### src/hdl/fir_pkg.sv
// Shared types and constants for the loadable-tap FIR filter.
// No dependencies; used by the interfaces, the tap cell, the controller and the top level.
`timescale 1ns / 1ps
`default_nettype none

package fir_pkg;

   localparam int MAX_TAPS_DEF     = 64;
   localparam int SAMPLE_WIDTH_DEF = 16;
   localparam int COEFF_WIDTH_DEF  = 16;
   localparam int TAP_IDX_W        = 6;
   localparam int TAP_CNT_W        = 7;

   typedef enum logic {
      OP_FILTER = 1'b0,
      OP_LOAD   = 1'b1
   } op_type;

   typedef enum logic {
      ST_IDLE,
      ST_RUN
   } state_type;

   // strobes from the controller to the cell row
   typedef struct packed {
      logic shift;
      logic load;
   } cell_ctl_type;

endpackage

`default_nettype wire

### src/hdl/fir_cell.sv
// One tap of the FIR cell row: delay stage, coefficient, product register and
// partial-sum stage handed to the next cell. Depends on fir_pkg.
`timescale 1ns / 1ps
`default_nettype none

module fir_cell
   import fir_pkg::*;
   #(
      parameter int SAMPLE_WIDTH = SAMPLE_WIDTH_DEF,
      parameter int COEFF_WIDTH  = COEFF_WIDTH_DEF,
      parameter int ACC_W        = SAMPLE_WIDTH_DEF + COEFF_WIDTH_DEF + 7
   ) (
      input  wire logic                           clock,
      input  wire logic                           reset,
      input  wire logic                           shift,
      input  wire logic                           tap_wr,
      input  wire logic                           active,
      input  wire logic signed [SAMPLE_WIDTH-1:0] sample_prev,
      input  wire logic signed [COEFF_WIDTH-1:0]  coeff,
      input  wire logic signed [ACC_W-1:0]        psum_prev,
      output logic signed [SAMPLE_WIDTH-1:0]      sample_next,
      output logic signed [ACC_W-1:0]             psum_next
   );

   localparam int PROD_W = SAMPLE_WIDTH + COEFF_WIDTH;

   logic signed [SAMPLE_WIDTH-1:0] delay_ff, delay_in;
   logic signed [COEFF_WIDTH-1:0]  tap_ff, tap_in;
   logic signed [PROD_W-1:0]       prod_ff, prod_in;
   logic signed [ACC_W-1:0]        psum_ff, psum_in;

   always_comb begin
      delay_in = shift ? sample_prev : delay_ff;
      tap_in   = tap_wr ? coeff : tap_ff;
      // taps past the active count contribute nothing
      prod_in  = '0;
      if (active) begin
         prod_in = PROD_W'(delay_ff) * PROD_W'(tap_ff);
      end
      psum_in  = psum_prev + ACC_W'(prod_ff);
   end

   always_ff @(posedge clock) begin
      if (reset) begin
         delay_ff <= '0;
         tap_ff   <= '0;
      end else begin
         delay_ff <= delay_in;
         tap_ff   <= tap_in;
      end
   end

   always_ff @(posedge clock) begin
      prod_ff <= prod_in;
      psum_ff <= psum_in;
   end

   assign sample_next = delay_ff;
   assign psum_next   = psum_ff;

endmodule

`default_nettype wire

### config.mk
export PLATFORM = sky130hd
export DESIGN_NAME = fir_cell
export DESIGN_NICKNAME = d
export VERILOG_FILES = /design/src/hdl/fir_pkg.sv /design/src/hdl/fir_cell.sv
export SDC_FILE = /design/constraint.sdc
export NUM_CORES = 1
export LEC_CHECK = 0
export BUFFER_PORTS_ARGS = -buffer_cell sky130_fd_sc_hd__buf_2
export CORE_MARGIN = 2
export CORE_UTILIZATION = 67
export CTS_CLUSTER_DIAMETER = 100
export DETAILED_ROUTE_END_ITERATION = 8
export PLACE_DENSITY_LB_ADDON = 0.15
export SLEW_MARGIN = 20
export SYNTH_ARGS = -nofsm -noshare
export SYNTH_HDL_FRONTEND = slang
export SYNTH_SLANG_ARGS = --single-unit
### constraint.sdc
create_clock -name clock -period 11.6 [get_ports clock]
set_input_delay 1.74 -clock clock [delete_from_list [all_inputs] [get_ports clock]]
set_output_delay 1.74 -clock clock [all_outputs]
set_load 0.01 [all_outputs]
==> impl_metrics.py <==
metrics = {
    "final_layout": {
        "n_antenna_cell": 0,
        "final_layout_size_suffix_gt1_share_pct": 10.23,
        "nNetsFinal": 2115,
        "final.fill_count": 1558,
        "fin_area_sq_um": 15710,
        "final_cell_mix": "inv_1 (307), fa_1 (263), and2_1 (148)",
        "mostFrequentLayoutCell": "inv_1",
        "area_growth_pct": 7.821,
        "regArea_sq_um": 2062,
        "fin_cells": 1936,
        "multi_input_area_sq_um": 11170,
    },
    "run_status": {
        "outcome": "completed",
    },
    "power_and_ir_drop": {
        "static-leakage-power_nw": 8.384,
        "vdd_drop_max_mv": 0.08312,
        "power.density_nw_per_um2": 108.3,
    },
    "clock_tree": {
        "cts-hold-fix-buffers": 0,
        "clk_latency_ps": 370,
        "cts-root-buf": "clkbuf_16",
        "cts.sinks": 103,
        "clk_pin_slew_ps": 80,
        "cts_tree": "done",
        "numCtsBuffers": 9,
        "cts_resized": 0,
        "cts.path.max_buffers": 2,
        "ctsHtreeMaxLevel": 3,
        "post_cts_buffers": 0,
    },
    "critical_path": {
        "worstPathMaxFanout": 18,
        "cpPeakStageDelay_ps": 850,
        "path_buf_inv": 4,
        "path_delay_family": "adder cells",
        "slowest_stage": "dfxtp_1",
        "crit_type": "reg -> reg",
        "required_ps": 11880,
        "critical_path_arrival_ps": 6800,
        "path_common_cell": "fa_1",
        "startpoint_type": "register",
        "cp-end-kind": "register",
        "path_cells": "and2_1 -> fa_1 -> fa_1 -> ha_1 -> inv_1 -> fa_1 -> inv_1 -> fa_1 -> inv_1 -> fa_1 -> inv_1 -> ha_1 -> a2111oi_0 -> nand2_1 -> a221o_1 -> a21oi_1 -> o211ai_1 -> nand4_1 -> nand3_1 -> a21boi_0",
    },
    "floorplan": {
        "die_h_um": 151.5,
        "die-area_sq_um": 22950,
        "rows": 53,
        "start_util_pct": 68.89,
        "die_w_um": 151.5,
        "core_sq_um": 21150,
        "ios": 131,
    },
    "synth": {
        "yosys.area_share.simple_pct": 15.11,
        "syn-cell-area_sq_um": 14570,
        "syn_nets": 2020,
        "ys_async_sr_fraction_pct": 0,
        "yosysWarningCount": 0,
        "synth_mux_area_share_pct": 2.404,
        "ys_seq_area_share_pct": 14.15,
        "synth_fa_ha_area_share_pct": 46.43,
        "synth_compound_area_share_pct": 9.186,
        "yosys-top-cells-area": "fa_1 (36%), dfxtp_1 (14%), ha_1 (10%), inv_1 (7.9%), and2_1 (6.4%)",
        "synth_top_area_share_pct": 36.13,
        "synth_edf_count": 0,
        "yosysTopAreaCell": "fa_1",
        "syn_area_per_cell_sq_um": 9.336,
        "yosys.cell_types.count": 63,
        "synth-xor-area-share_pct": 3.546,
        "syn_inst": 1561,
        "ys.flop_type": "dfxtp_1",
        "synth_top_family_by_area": "adder cells",
        "synth_seq_cells": 103,
    },
    "detailed_routing": {
        "avgViaCountPerCell": 5.467,
        "drtIter0Drc": 587,
        "drc": 0,
        "wl_per_cell_um": 15.89,
        "drtAntennaViolNets": 0,
        "routed-via-count": 10580,
        "routed_wl_mm": 30.76,
        "drt-pass1-iter-count": 5,
    },
    "global_route": {
        "grt_max_degree": 36,
        "grt_overflow": 0,
        "grt_pass1_wl_mm": 52.17,
        "first_global_vias": 10850,
        "grt_use_total_pct": 28.85,
        "antenna_found_initial": 0,
    },
    "placed_design": {
        "gp_congestion": 0.8993,
        "dp_hpwl_mm": 24.81,
        "portBuffers": 130,
        "dp.cells": 1920,
        "placed_area_sq_um": 15390,
    },
    "timing": {
        "rsz0062_at_grt": "no",
        "hold_viol_final": 0,
        "setup_viol_count_final": 0,
        "period_minus_slack_ps": 6518,
        "period_share_pct": 56.19,
        "slew_headroom_pct": 46.05,
        "hold_ws_ps": 462.9,
        "slew_viol_final": 0,
        "max_freq_mhz": 153.4,
        "skew_ps": 13.18,
        "worst_slew_pin_slew_ps": 808.2,
        "fin_setup_tns_ps": 0,
    },
    "run": {
        "cap_violations": 0,
    },
    "hold_path": {
        "hold_class": "reg -> reg",
    },
}
-- sequential cells by signal, summed over array words and instances (netlist names) --
signal,flops
prod_ff,32
sample_next,16
psum_next,39
tap_ff,16
-- path summary, 6_finish.rpt --
check	from	end	slack, ps	depth (start not counted)
worst max-delay path	sample_next[6]	prod_ff[28]	5080	20
worst min-delay path	prod_ff[0]	psum_next[0]	460	1
worst max register to register	sample_next[6]	prod_ff[28]	5080	20
worst min register to register	prod_ff[0]	psum_next[0]	460	1
-- metrics by stage --
step,utilization [%],setup slack (ps),power [mW]
CTS,74.28,5117,1.710
finish,74.28,5082,1.702
detailed placement,72.76,5128,1.371
global route,74.28,4591,1.857
floorplan,-,5524,1.154
global placement,72.76,5315,1.341
-- synthesized netlist by cell type, drive strengths merged (10+ instances only) --
master and count:
o21a 14, nand2 144, dfxtp 103, mux2i 35, clkbuf 44, xnor2 41
ha 120, inv 307, fa 263, o21ai 27, nand2b 15, a21oi 47
xor2 18, nor2 73, nand3 10, a21o 34, and2 148
-- report_power, final --
part | internal, mW | switching (mW) | total (mW)
combinational | 0.390 | 0.477 | 0.867
clock | 0.175 | 0.158 | 0.333
sequential | 0.446 | 0.0556 | 0.502
total | 1.01 | 0.691 | 1.70
-- worst register-to-register path, cell delays in order, from the launching register on --
cell and delay (ps):
dfxtp_1 850, and2_1 260, fa_1 450, fa_1 560, ha_1 150, inv_1 50, fa_1 470, inv_1 50
fa_1 530, inv_1 50, fa_1 470, inv_1 40, ha_1 350, a2111oi_0 520, nand2_1 150, a221o_1 370
a21oi_1 410, o211ai_1 250, nand4_1 180, nand3_1 90, a21boi_0 190
-- area by class of cell --
class                   instances  area share, %
clock buffers                   9          1.433
clock inverters                 7         0.6211
inverters                     307          7.333
multi-input cells            1104          71.11
flip-flops and latches        103          13.12
well taps                     275          2.190
repair buffers                131          4.188
-- cell families (layout without fill, tap and decap cells) --
family | Yosys count | in the layout
buf+inv | 354 | 454
simple gates | 437 | 437
mux | 35 | 35
xor+xnor | 59 | 59
compound gates | 190 | 190
fa+ha+maj | 383 | 383
flops | 103 | 103
-- per-layer routing --
| layer | track usage (%) | part of all wire (%) | vias to the layer above |
|---|---|---|---|
| met5 | 0 | 0 | - |
| met4 | 6.075 | 1.4 | 0 |
| met3 | 5.090 | 8.1 | 32 |
| met2 | 46.95 | 45 | 429 |
| met1 | 41.08 | 45 | 5077 |
| li1 | - | - | 5046 |
Note: power is estimated with default switching activity, not from simulation.
