==> src/hdl/fir_pkg.sv <==
// Shared types and constants for the loadable-tap FIR filter.
// No dependencies; used by the interfaces, the tap cell, the controller and the top level.
`timescale 1ns / 1ps
`default_nettype none

package fir_pkg;

   localparam int MAX_TAPS_DEF     = 64;
   localparam int SAMPLE_WIDTH_DEF = 16;
   localparam int COEFF_WIDTH_DEF  = 16;
   localparam int TAP_IDX_W        = 6;
   localparam int TAP_CNT_W        = 7;

   typedef enum logic {
      OP_FILTER = 1'b0,
      OP_LOAD   = 1'b1
   } op_type;

   typedef enum logic {
      ST_IDLE,
      ST_RUN
   } state_type;

   // strobes from the controller to the cell row
   typedef struct packed {
      logic shift;
      logic load;
   } cell_ctl_type;

endpackage

`default_nettype wire

==> src/hdl/fir_ctrl.sv <==
// Sequencer for the FIR filter: request handshake, wait for the partial sum to
// ripple through the cell row, then round, saturate and register the response.
// Depends on fir_pkg.
`timescale 1ns / 1ps
`default_nettype none

module fir_ctrl
   import fir_pkg::*;
   #(
      parameter int MAX_TAPS     = MAX_TAPS_DEF,
      parameter int SAMPLE_WIDTH = SAMPLE_WIDTH_DEF,
      parameter int COEFF_WIDTH  = COEFF_WIDTH_DEF,
      parameter int ACC_W        = SAMPLE_WIDTH_DEF + COEFF_WIDTH_DEF + 7
   ) (
      input  wire logic                           clock,
      input  wire logic                           reset,
      input  wire logic                           req_valid,
      input  wire logic                           req_op,
      output logic                                req_ready,
      input  wire logic signed [ACC_W-1:0]        sum,
      output cell_ctl_type                        cell_ctl,
      output logic                                rsp_valid,
      input  wire logic                           rsp_ready,
      output logic signed [SAMPLE_WIDTH-1:0]      rsp_sample_out,
      output logic                                rsp_saturated
   );

   // the count covers the product register, then the partial-sum register of each cell
   localparam int DONE_CNT = MAX_TAPS + 1;
   localparam int CNT_W    = $clog2(MAX_TAPS + 2);

   localparam logic signed [ACC_W-1:0] RND_HALF =
      {{(ACC_W-COEFF_WIDTH+1){1'b0}}, 1'b1, {(COEFF_WIDTH-2){1'b0}}};
   localparam logic signed [ACC_W-1:0] SAT_HI =
      {{(ACC_W-SAMPLE_WIDTH+1){1'b0}}, {(SAMPLE_WIDTH-1){1'b1}}};
   localparam logic signed [ACC_W-1:0] SAT_LO =
      {{(ACC_W-SAMPLE_WIDTH+1){1'b1}}, {(SAMPLE_WIDTH-1){1'b0}}};

   state_type                      state_ff, state_in;
   logic [CNT_W-1:0]               cnt_ff, cnt_in;
   logic                           rsp_valid_ff, rsp_valid_in;
   logic signed [SAMPLE_WIDTH-1:0] sample_out_ff, sample_out_in;
   logic                           sat_ff, sat_in;

   logic                           accept;
   logic                           sum_ready;
   logic                           out_free;
   logic                           finish;
   logic signed [ACC_W-1:0]        rounded;
   logic signed [ACC_W-1:0]        scaled;

   assign accept    = req_valid && req_ready;
   assign sum_ready = (cnt_ff == CNT_W'(DONE_CNT));
   assign out_free  = !rsp_valid_ff || rsp_ready;

   // next state
   always_comb begin
      state_in = state_ff;
      case (state_ff)
         ST_IDLE: begin
            if (req_valid && (req_op == OP_FILTER)) state_in = ST_RUN;
         end
         ST_RUN: begin
            if (sum_ready && out_free) state_in = ST_IDLE;
         end
         default: state_in = ST_IDLE;
      endcase
   end

   // outputs
   always_comb begin
      req_ready = 1'b0;
      finish    = 1'b0;
      case (state_ff)
         ST_IDLE: req_ready = 1'b1;
         ST_RUN:  finish    = sum_ready && out_free;
         default: req_ready = 1'b0;
      endcase
      cell_ctl.shift = accept && (req_op == OP_FILTER);
      cell_ctl.load  = accept && (req_op == OP_LOAD);
   end

   // round half up, drop the fraction bits, clip to the sample range
   always_comb begin
      rounded = sum + RND_HALF;
      scaled  = rounded >>> (COEFF_WIDTH - 1);
      if (scaled > SAT_HI) begin
         sat_in        = 1'b1;
         sample_out_in = SAT_HI[SAMPLE_WIDTH-1:0];
      end else if (scaled < SAT_LO) begin
         sat_in        = 1'b1;
         sample_out_in = SAT_LO[SAMPLE_WIDTH-1:0];
      end else begin
         sat_in        = 1'b0;
         sample_out_in = scaled[SAMPLE_WIDTH-1:0];
      end
   end

   always_comb begin
      if (state_ff == ST_IDLE) begin
         cnt_in = '0;
      end else if (sum_ready) begin
         cnt_in = cnt_ff;
      end else begin
         cnt_in = cnt_ff + CNT_W'(1);
      end
      if (finish) begin
         rsp_valid_in = 1'b1;
      end else if (rsp_ready) begin
         rsp_valid_in = 1'b0;
      end else begin
         rsp_valid_in = rsp_valid_ff;
      end
   end

   always_ff @(posedge clock) begin
      if (reset) begin
         state_ff     <= ST_IDLE;
         cnt_ff       <= '0;
         rsp_valid_ff <= 1'b0;
      end else begin
         state_ff     <= state_in;
         cnt_ff       <= cnt_in;
         rsp_valid_ff <= rsp_valid_in;
      end
   end

   always_ff @(posedge clock) begin
      if (finish) begin
         sample_out_ff <= sample_out_in;
         sat_ff        <= sat_in;
      end
   end

   assign rsp_valid      = rsp_valid_ff;
   assign rsp_sample_out = sample_out_ff;
   assign rsp_saturated  = sat_ff;

endmodule

`default_nettype wire
==> config.mk <==
export PLATFORM = sky130hd
export DESIGN_NAME = fir_ctrl
export DESIGN_NICKNAME = d
export VERILOG_FILES = /design/src/hdl/fir_pkg.sv /design/src/hdl/fir_ctrl.sv
export SDC_FILE = /design/constraint.sdc
export NUM_CORES = 1
export LEC_CHECK = 0
export ABC_CLOCK_PERIOD_IN_PS = 5130
export BUFFER_PORTS_ARGS = -buffer_cell sky130_fd_sc_hd__buf_2
export CELL_PAD_IN_SITES_DETAIL_PLACEMENT = 2
export CELL_PAD_IN_SITES_GLOBAL_PLACEMENT = 2
export CORE_MARGIN = 2
export CORE_UTILIZATION = 31
export CTS_CLUSTER_DIAMETER = 100
export DETAILED_ROUTE_END_ITERATION = 8
export GPL_ROUTABILITY_DRIVEN = 0
export PLACE_DENSITY_LB_ADDON = 0.1
export SYNTH_ARGS = -nofsm -noshare
export SYNTH_HDL_FRONTEND = slang
export SYNTH_SLANG_ARGS = --single-unit
export TNS_END_PERCENT = 1
==> constraint.sdc <==
create_clock -name clock -period 5.13 [get_ports clock]
set_input_delay 0.7695 -clock clock [delete_from_list [all_inputs] [get_ports clock]]
set_output_delay 0.7695 -clock clock [all_outputs]
set_load 0.1 [all_outputs]
==> results of run 1 <==
==> cells by family after synthesis <==
logic type	synth area share (%)
and+or+nand+nor	29.2
AOI/OAI and AO/OA	17.5
DFF	38.3
xor gates and xnor gates	9.70
buffers and inverters	3.26
adders and majority gates	2.08
==> power by group through the flow <==
stage	sequential [W]	combinational, W	clock, W
2_1_floorplan	0.000230	0.0000485	0
3_3_place_gp	0.000230	0.0000796	0
3_5_place_dp	0.000230	0.0000815	0
4_1_cts	0.000225	0.0000820	0.000139
5_1_grt	0.000225	0.0000889	0.000148
6_report	0.000225	0.0000813	0.000134
==> sequential cells by signal, indices dropped and copies added, names as in the netlist <==
register and flops:
rsp_sample_out 16, cnt_ff 7, rsp_saturated 1, rsp_valid 1, state_ff 1
==> path summary, 6_finish.rpt <==
kind | from | end | slack, ns | depth (start not counted)
max | sum[14] | rsp_sample_out[5] | 1.78 | 8
min | cnt_ff[6] | cnt_ff[6] | 0.55 | 2
max reg2reg | cnt_ff[2] | rsp_sample_out[15] | 3.10 | 4
min reg2reg | cnt_ff[6] | cnt_ff[6] | 0.55 | 2
==> final cells by class <==
type,instances,area (µm²)
fillers,638,3390
multi-input cells,151,1060
flip-flops and latches,26,691
repair buffers,51,258
well taps,72,90.1
clock buffers,4,55.1
inverters,8,30.0
==> cells in the final DEF (no fill, tap or decap), drive strengths merged, types with 8 or more instances in the layout <==
cell	Yosys	layout
a21oi	11	11
and3	10	10
buf	3	51
dfxtp	9	9
edfxtp	17	17
inv	8	8
nand3	15	15
nand4	10	10
nor2	15	15
o21ai	12	12
xnor2	11	11
xor2	9	9
==> through the flow <==
stage	std cells	total power, W	hold slack (ns)
floorplan	189	0.000278	0.492
global placement	308	0.000310	0.513
detailed placement	308	0.000311	0.527
CTS	312	0.000447	0.552
global route	312	0.000462	0.586
finish	312	0.000440	0.547
==> per-layer routing <==
metal  routed length [µm]  track usage [%]  vias up
li1                     -                -      820
met1                 2570             23.4      810
met2                 2730             31.4       26
met3                  104             1.57        4
met4                   27             2.03        0
met5                    0                0        -
==> worst max-delay path, cell delays in order <==
cell,delay (ns)
buf_2,0.12
ha_1,0.21
nand3_1,0.25
nor4_2,0.74
nand3_1,0.15
a22o_1,0.29
nor3_1,0.61
a21oi_1,0.19
==> run summary, run 1 <==
The fraction of the cycle the final worst path needs is 65.3%. The H-tree depth came out at 1. Counting instances in the post-synthesis netlist gives the leading cell types as edfxtp_1 (17), nor2_1 (15), nand3_1 (14). The dominant register cell in the synthesized netlist is edfxtp_1. The initialized floorplan defines 27 standard-cell rows. The final-report hold violation count is 0. The yosys synthesis warning count is 0.

Setup repair after global routing left no endpoint under its margin. In the routed layout, each cell is associated on average with a via count of 5.32. The total of endpoints with negative setup slack in the final report came out at 0. The total core area is 0.00557 mm².

The data required time of the critical path came out at 5.11 ns. The detailed-route via count is 1660. The via count of the first global-routing pass came out at 1711.

Entering global routing, the biggest net connects 18 pins. The placed wire-length estimate after detailed placement came out at 4.32 mm. The netlist uses 48 different library cells. The total routed wirelength came out at 5.43 mm. Yosys attributes the largest share of cell area to edfxtp_1 (28%), dfxtp_1 (10%), xnor2_1 (5.3%). The first-pass GRT wire length is 8.76 mm. The worst setup path is captured at a flip-flop.

A synthesized cell averages 9.55 µm². The share of cells above drive strength 1 came out at 30.8%. The type of the setup path with the least slack is primary input to flip-flop. The first-pass iteration count of the detailed router is 4. The proportion of power drawn by flip-flops and latches is 51.1%. The global-route usage over all layers came out at 17.5%. The initial core utilization came out at 32.4%. The number of clock buffers added by TritonCTS is 3.

The floorplan step set the die width to 80.3 µm. In this run, synthesis inferred 17 flip-flops with an integrated enable. The data arrival time of the critical path came out at 3.33 ns. After clock tree synthesis, the setup repair step added 0 buffers. The post-layout utilization of the core came out at 39.1%. edfxtp_1 is the most common cell in the netlist. The post-synth design cell area came out at 0.00181 mm². The clock-pin slew reported for the worst setup and hold paths after clock tree synthesis is 0.09 ns.

TritonCTS built the clock tree. The net switching fraction of the power came out at 27.5%. In this run the vertical extent of the chip is 80.3 µm. Synthesis produced 189 cells.

The tightest min-delay check is of the flip-flop to flip-flop type. The run finished with clean final reports. The internal power contribution came out at 0.000320 W. The final clock skew is 0.00678 ns. The final-stage net count came out at 288. The tool flagged a number of max-cap violations equal to 0.

The power share of the clock group came out at 30.4%. The synthesized net count is 236. Once layout is done, the placed cells without fillers occupy 0.00218 mm². The minimum setup slack after placement is 1.54 ns. The switching power summed over all nets is 0.000121 W. The worst setup path is launched from a primary input.

The power per unit of standard cell area is 202 mW/mm². The shortest period the worst path allows came out at 3.35 ns. The remaining antenna violation count after routing is 0. The largest voltage drop on the vdd net is 93.8 µV. In this run, synthesis produced a sequential element count of 26. The number of antenna diodes in the final layout is 0. The total of hold buffers inserted after clock tree synthesis is 0. The share of power burned in combinational logic came out at 18.4%. The root buffer cell chosen for the clock tree is clkbuf_8. 65 I/O pins were placed.

The initial antenna violation count is 0. The top cell type by total area after synthesis is edfxtp_1. The normalized max-slew margin came out at 50.8%. The largest driver fanout on the critical path is 7. Summing the sequential cell areas from Yosys gives 38.3% of the chip area. The area of the die came out at 0.00645 mm². The share of synthesized registers carrying an async set or reset came out at 0%. The total DRC errors in the routed layout came out at 0.

The detailed-route wire length per cell came out at 17.4 µm. The total number of clock tree sinks came out at 26. The highest clock rate is 298 MHz. The area share of the largest cell type after synthesis came out at 28.3%. In this run the cell area measured after placement is 0.00212 mm². The count of final max-slew check failures came out at 0. The clock tree buffer depth is 2. The violation count after the first detailed-route iteration is 38. The worst-case setup margin in the final layout is 1.78 ns.

Summed over all layers, the global routing overflow is 0. The count of port buffers added during placement came out at 50. In this run the static leakage power is 0.828 nW. The area overhead of the layout relative to synthesis is 20.7%. The number of resized instances in the post-cts repair step came out at 0.

In the final timing run, aggregate negative setup slack is 0 ns. At the pin with the least slew margin, the transition time is 0.732 ns. The clock insertion delay at the later pin of the skew report is 0.27 ns.
(Power assumes the default switching activity.)
==> run 2, diff against run 1 <==
ABC_CLOCK_PERIOD_IN_PS = 2750   (was 5130)
CORE_UTILIZATION = 26   (was 31)
clock period = 2.75 ns   (was 5.13 ns; I/O delays follow)
==> run summary, run 2 (synthesis results as in run 1) <==
The longest individual stage delay on the worst path came out at 0.61 ns. The kind of cell with the highest combined delay along the critical path is compound AO/OA/AOI/OAI gates. The number of placed instances, taps included is 324. The start of the worst register-to-register path is cnt_ff[2]. The worst hold path was traced through 2 stages. The sum of overflow across all layers after global routing came out at 0. The number of hold buffers added after CTS was 0.

The data arrival time of the critical path came out at 2.37 ns. The path depth of the worst reg2reg path is 4. At the later pin of the worst-skew pair, clock insertion delay measures 0.27 ns. TritonCTS built the clock tree. The most common cell after layout, fill and taps aside is buf_2.

For this design, the slowest cell found on the critical path is or4_1. The final-report hold violation count is 0. The die width came out at 87.3 µm. The flow ran to the end, and the final reports show no timing, DRC or antenna violations. The count of filler cells inserted in the layout came out at 814. The final-stage net count is 296.

For this design, the sink count on the clock tree is 26. The longest clock path from root to sink contains 2 buffers. The first-pass GRT wire length came out at 8.60 mm.

The global-route usage over all layers came out at 14.4%. The layer flagged by global routing as most heavily used is met2. Once the floorplan was initialized, standard cells occupied 26.7% of the core. The critical path crosses 8 cells after its start point.

The final clock skew came out at 0.00607 ns. The critical path starts at sum[14]. The worst setup path is launched from a primary input. The total I/O pin count came out at 65.

Per report_power, the sequential group accounts for 47.2% of the total. The data required time of the critical path is 2.77 ns. The worst hold path begins at reset. The share of power burned in combinational logic came out at 17.3%. The count of port buffers added during placement is 50. The area of the die is 0.00763 mm². The worst setup path is captured at a flip-flop. Global routing consumed, on the met2 layer, 27.3% of the routing resources. Relative to the synthesized area, the layout overhead comes to 25.8%.

The minimum setup slack after placement is 0.0885 ns. For met3 alone, demand over resource in global routing was 1.14%. Across the VDD grid, the largest voltage drop is 168 µV.

The power share of the clock group came out at 35.5%. The final route contains 1715 vias. The shortest period the worst path allows is 2.36 ns.

The die boundary height is 87.3 µm. In the layout the commonest cells are buf_2 (50), edfxtp_1 (17), nor2_1 (15), nand3_1 (14). The vias per cell came out at 5.23. The normalized max-slew margin is 57.8%.

The net switching fraction of the power is 25.1%. The worst hold slack across all endpoints is 0.313 ns. The total inserted antenna cells came out at 0.

The floorplan row count is 30. The worst-case register-to-register setup slack is 0.71 ns. The power per unit of standard cell area is 392 mW/mm². After clock tree synthesis, the repair step resized 0 gates. The count of final max-slew check failures is 0. In the post-route analysis, the smallest setup slack over all paths is 0.393 ns. The aggregate negative setup slack came out at 0 ns.

The register area is 691 µm². The final layout contains routed wiring with a total length of 5.42 mm. In this run, the number of DRC markers left after iteration 0 of detailed routing was 66.

The internal power contribution came out at 0.000666 W. Max-cap violations in this run came to 0. The final instance count without filler cells is 328. The critical path goes through buf_2, ha_1, nand3_1, or4_1, o21ai_0, a22oi_4, a31oi_4, o21ai_1. Dividing the detail-routed wire length by the instance count gives 16.5 µm. The class of the worst hold path is primary input to flip-flop.

The register with the most flip-flops in the layout has 16 of them. Static timing analysis puts the maximum clock frequency at 424 MHz. The initial antenna violation count came out at 0. The share of cells above drive strength 1 came out at 33.5%. Setup repair after global routing left no endpoint under its margin. The clock buffer count from CTS came out at 3.

The fraction of the cycle the final worst path needs came out at 85.7%. The HPWL after detailed placement is 4.53 mm. The worst register-to-register path ends at rsp_sample_out[11]. Setup violations remaining at the end of the flow were counted as 0. Summing all multi-input logic gate instances after layout gives 0.00106 mm². The setup path with the least slack is of type primary input to flip-flop. The remaining antenna violation count after routing is 0.

The switching power summed over all nets is 0.000223 W. The first-pass iteration count of the detailed router came out at 4. After clock tree synthesis, the clock-pin slew on the worst setup and hold paths is 0.09 ns. The endpoint of the worst hold-timing path is rsp_valid. The count of buffering cells on the critical path with inverters included is 1. In the routed design, unresolved DRC markers number 0. The via count of the first global-routing pass is 1731. The met1 capacity usage during global routing came out at 17.1%. In this run the clock root is driven by a clkbuf_8. The total power after layout came out at 0.000889 W. The H-tree depth came out at 1.

The post-CTS repair timing setup buffer count came out at 0. In this run the static leakage power is 0.877 nW. The largest driver fanout on the critical path came out at 10. The maximum number of pins on one net before global-route repair is 18. The total core area is 0.00676 mm². The worst-margin pin slew came out at 0.633 ns.
==> run 2: changes by cell type in the layout (fill, tap and decap cells not counted), sizes merged <==
cell,before,now
buf,51,59
bufinv,0,1
clkbuf,4,3
==> run 2: worst register-to-register path, cell delays in order (launching register included) <==
cell and delay [ns]:
dfxtp_1 0.36, nor4_1 0.48, and3_1 0.24, nand3_1 0.11
inv_1 0.49
==> run 2: cell type report <==
cell class	count	share of cell area, %
multi-input cells	151	46.7
repair buffers	59	14.0
clock inverters	1	1.32
inverters	8	1.32
clock buffers	3	1.82
flip-flops and latches	26	30.4
well taps	80	4.41
==> run 2: power by group through the flow <==
stage               Clock (W)  Sequential, W  Combinational [W]
floorplan                   0       0.000428          0.0000908
global placement            0       0.000429           0.000154
detailed placement          0       0.000429           0.000156
CTS                  0.000326       0.000420           0.000156
global route         0.000346       0.000420           0.000169
finish               0.000315       0.000420           0.000154
==> run 2: metrics by stage <==
step,area [µm²],utilization (%)
4_1_cts,2270,33.6
3_5_place_dp,2200,32.6
3_3_place_gp,2200,32.6
5_1_grt,2270,33.6
6_report,2270,33.6
2_1_floorplan,1810,-
==> run 2: worst max path at each step <==
| stage | to | slack, ns |
|---|---|---|
| 6_report | rsp_sample_out[7] | 0.39 |
| 5_1_grt | rsp_sample_out[7] | 0.22 |
| 4_1_cts | rsp_sample_out[7] | 0.38 |
| 3_5_place_dp | rsp_sample_out[7] | 0.09 |
| 3_3_place_gp | rsp_sample_out[6] | 0.11 |
| 2_1_floorplan | rsp_sample_out[11] | 0.35 |
==> run 2: layer usage <==
layer / vias up / part of all wire, %
met4: 0 / 0.94
met3: 5 / 2.8
met2: 31 / 53
li1: 834 / -
met1: 845 / 43
met5: - / 0
==> run 3, diff against run 2 <==
ABC_AREA = 1   (was not set)
CORE_UTILIZATION = 24   (was 26)
==> run summary, run 3 <==
The run finished with clean final reports. The post-synth design cell area is 0.00188 mm². The register with the most flip-flops in the layout has 16 of them.

The dominant register cell in the synthesized netlist is edfxtp_1. In the layout the commonest cells are nand2_1 (77), buf_2 (50), nor2_1 (35), inv_1 (25), edfxtp_1 (17). The most common cell after layout, fill and taps aside is nand2_1. The clock-pin slew reported for the worst setup and hold paths after clock tree synthesis is 0.10 ns. Dividing the detail-routed via count by the number of cells gives 4.30.

The internal power contribution came out at 0.000568 W. The power per unit of standard cell area came out at 351 mW/mm². The net switching fraction of the power came out at 28.9%. The synthesized netlist devotes 3.39% of its cell area to compound gates. The adder and majority gate portion of the synthesized area came out at 2.00%. Of all cell types, the one taking the most synthesized area is edfxtp_1. The area growth from synthesis to layout is 21.2%. The initial antenna violation count came to 0. After the first detailed-routing iteration, the DRC count stood at 41. The remaining antenna violation count after routing came out at 0. The number of placed instances, taps included came out at 404. The count of port buffers added during placement is 50. The detailed-route via count came out at 1754. The total of endpoints with negative setup slack in the final report is 0.

The final clock skew is 0.00805 ns. The clock insertion delay at the later pin of the skew report is 0.27 ns. The placed wire-length estimate after detailed placement came out at 4.47 mm. Cells with a size suffix above 1 make up 28.4% of the layout. The maximum number of pins on one net before global-route repair came out at 19. The area share of xor/xnor cells in the synthesized design is 8.38%. By area the synthesized netlist is led by edfxtp_1 (27%), nand2_1 (15%), dfxtp_1 (9.6%). CTS built an H-tree with a depth of 1.

The area share of the largest cell type after synthesis came out at 27.1%. The post-CTS repair timing setup buffer count is 0. The via count of the first global-routing pass is 1810. The total routed wirelength is 5.13 mm. The final-report hold violation count came out at 0.

In the post-synthesis netlist, the cell with the most instances is nand2_1. The register area share after synthesis is 36.7%. In this run the register-to-register setup slack is 0.97 ns. The final instance count without filler cells is 408.

Subtracting the final worst setup slack from the clock period gives 2.05 ns. The number of flops mapped to enable cells by yosys is 17. In this run the power spent charging and discharging nets is 0.000231 W.

Max-cap violations in this run came to 0. Counting the buffers created by CTS gives 3. The floorplan row count came out at 32.

Setup total negative slack on the finished layout was measured at 0 ns. The number of flip-flops and latches in the synthesized netlist is 26. Setup repair after global routing left no endpoint under its margin. The total of hold buffers inserted after clock tree synthesis is 0.

TritonCTS built the clock tree. The standby leakage power is 0.965 nW. The critical path goes through buf_2, ha_1, nand3_2, inv_2, nand3_2, nor2_2, nand3_1, xor2_1, clkinv_1, nand2_4, nand2_2. The count of final max-slew check failures is 0. The clock net in this run drives a total of 26 sinks.

The unique cell type count in the Yosys netlist came out at 32. The highest clock rate is 489 MHz. The proportion of power drawn by flip-flops and latches is 52.5%.

The cell at the slowest stage of the critical path is xor2_1. By area, the combinational part of the netlist is dominated by simple AND/OR/NAND/NOR gates. The average instance area after synthesis came out at 7.43 µm².

The total core area is 0.00765 mm². Synthesis produced a netlist whose cell count is 253. In this run the worst hold path is classified as primary input to flip-flop. The normalized max-slew margin is 67.4%. The first-pass iteration count of the detailed router came out at 4. Final hold analysis gives a worst-case slack of 0.326 ns. STA classifies the critical path startpoint as a primary input. The worst setup path is of the primary input to flip-flop kind. The data required time of the critical path came out at 2.78 ns. The die boundary height is 92.5 µm. The final-stage net count came out at 354. In the detailed route, the total length drawn on met3 is 131 µm. The power share of the clock group came out at 28.1%. The synthesized net count is 300. For this run, the slowest stage of the critical path takes 0.29 ns. Per report_power, the combinational group accounts for 19.4% of the total. Overall power consumption after layout is estimated at 0.000799 W. In the finished design, the share of the clock period the worst path needs comes to 74.4%. The worst-case IR drop observed on VDD is 152 µV. For this block, wires on met1 add up to 2.31 mm. In this run the count of I/O pins placed on the die edge is 65. The worst-case setup margin in the final layout is 0.703 ns. The largest driver fanout on the critical path came out at 16. The number of gates resized after CTS was 0. After detailed routing, the number of remaining DRC violations is 0. The worst-margin pin slew is 0.492 ns.

The longest clock path from root to sink contains 2 buffers. The detailed router used layers up to and including met4. The most numerous cell type found on the critical path is nand3_2. The sum of overflow across all layers after global routing came out at 0. The total inserted antenna cells is 0.

The die width came out at 92.5 µm. The die covers 0.00856 mm². In the synthesized netlist, the cells that appear most often are nand2_1 (77), nor2_1 (36), inv_1 (25). The yosys synthesis warning count came out at 0. The share of synthesized cell area in and, or, nand and nor gates came out at 42.2%. The tree is rooted in a clkbuf_8. The global-route usage over all layers is 12.6%.

The total met2 wirelength after detailed routing is 2.64 mm. At the placement stage, the worst setup path has a slack of 0.342 ns. The multiplexer area fraction after synthesis is 0%. For this configuration, the core starts out at a cell density of 24.6%. The detailed-route wire length per cell is 12.6 µm. The data arrival time of the critical path is 2.08 ns. The first global-routing pass estimated 8.65 mm of wire. The type of element capturing the critical path is a flip-flop.

The share of synthesized registers carrying an async set or reset came out at 0%.
==> run 3: area by class of cell <==
| cell class | count | area, µm² |
|---|---|---|
| multi-input cells | 198 | 1060 |
| inverters | 27 | 101 |
| repair buffers | 51 | 258 |
| well taps | 102 | 128 |
| fillers | 962 | 5370 |
| clock buffers | 3 | 41.3 |
| flip-flops and latches | 26 | 691 |
| clock inverters | 1 | 3.75 |
==> run 3: kinds of logic (layout without fill, tap and decap cells) <==
kind of cell	Yosys count	in the layout
and+or+nand+nor	165	165
buffers and inverters	29	82
DFF	26	26
xor gates and xnor gates	18	18
AOI/OAI and AO/OA	12	12
adders and majority gates	3	3
==> run 3: power by group through the flow <==
stage	logic (W)	registers (W)	clock network (W)
after floorplan	0.000105	0.000428	0
after global placement	0.000155	0.000428	0
after detailed placement	0.000158	0.000428	0
after CTS	0.000159	0.000420	0.000238
after global routing	0.000174	0.000420	0.000252
final	0.000155	0.000419	0.000225
==> run 3: metal layers <==
layer | GRT usage [%] | up-vias
li1 | - | 893
met1 | 16.2 | 832
met2 | 22.4 | 27
met3 | 1.30 | 2
met4 | 3.73 | 0
met5 | 0 | -
==> run 3: metrics by stage <==
stage                     utilization, %  cell area (µm²)
final                               29.8             2280
after detailed placement            29.2             2230
after global placement              29.2             2230
after CTS                           29.8             2280
after floorplan                        -             1880
after global routing                29.8             2280
==> run 3: worst max-delay path: cells and delay by family <==
family | cells | cell delay, ns
buffers and inverters | 3 | 0.38
adders and majority gates | 1 | 0.24
and+or+nand+nor | 6 | 0.73
xor gates and xnor gates | 1 | 0.29
==> run 3: worst paths after layout <==
kind | from | end | cells after the start
setup / recovery | sum[15] | rsp_saturated | 11
hold / removal | reset | state_ff | 2
setup reg to reg | cnt_ff[0] | rsp_sample_out[12] | 7
hold reg to reg | cnt_ff[6] | cnt_ff[6] | 2
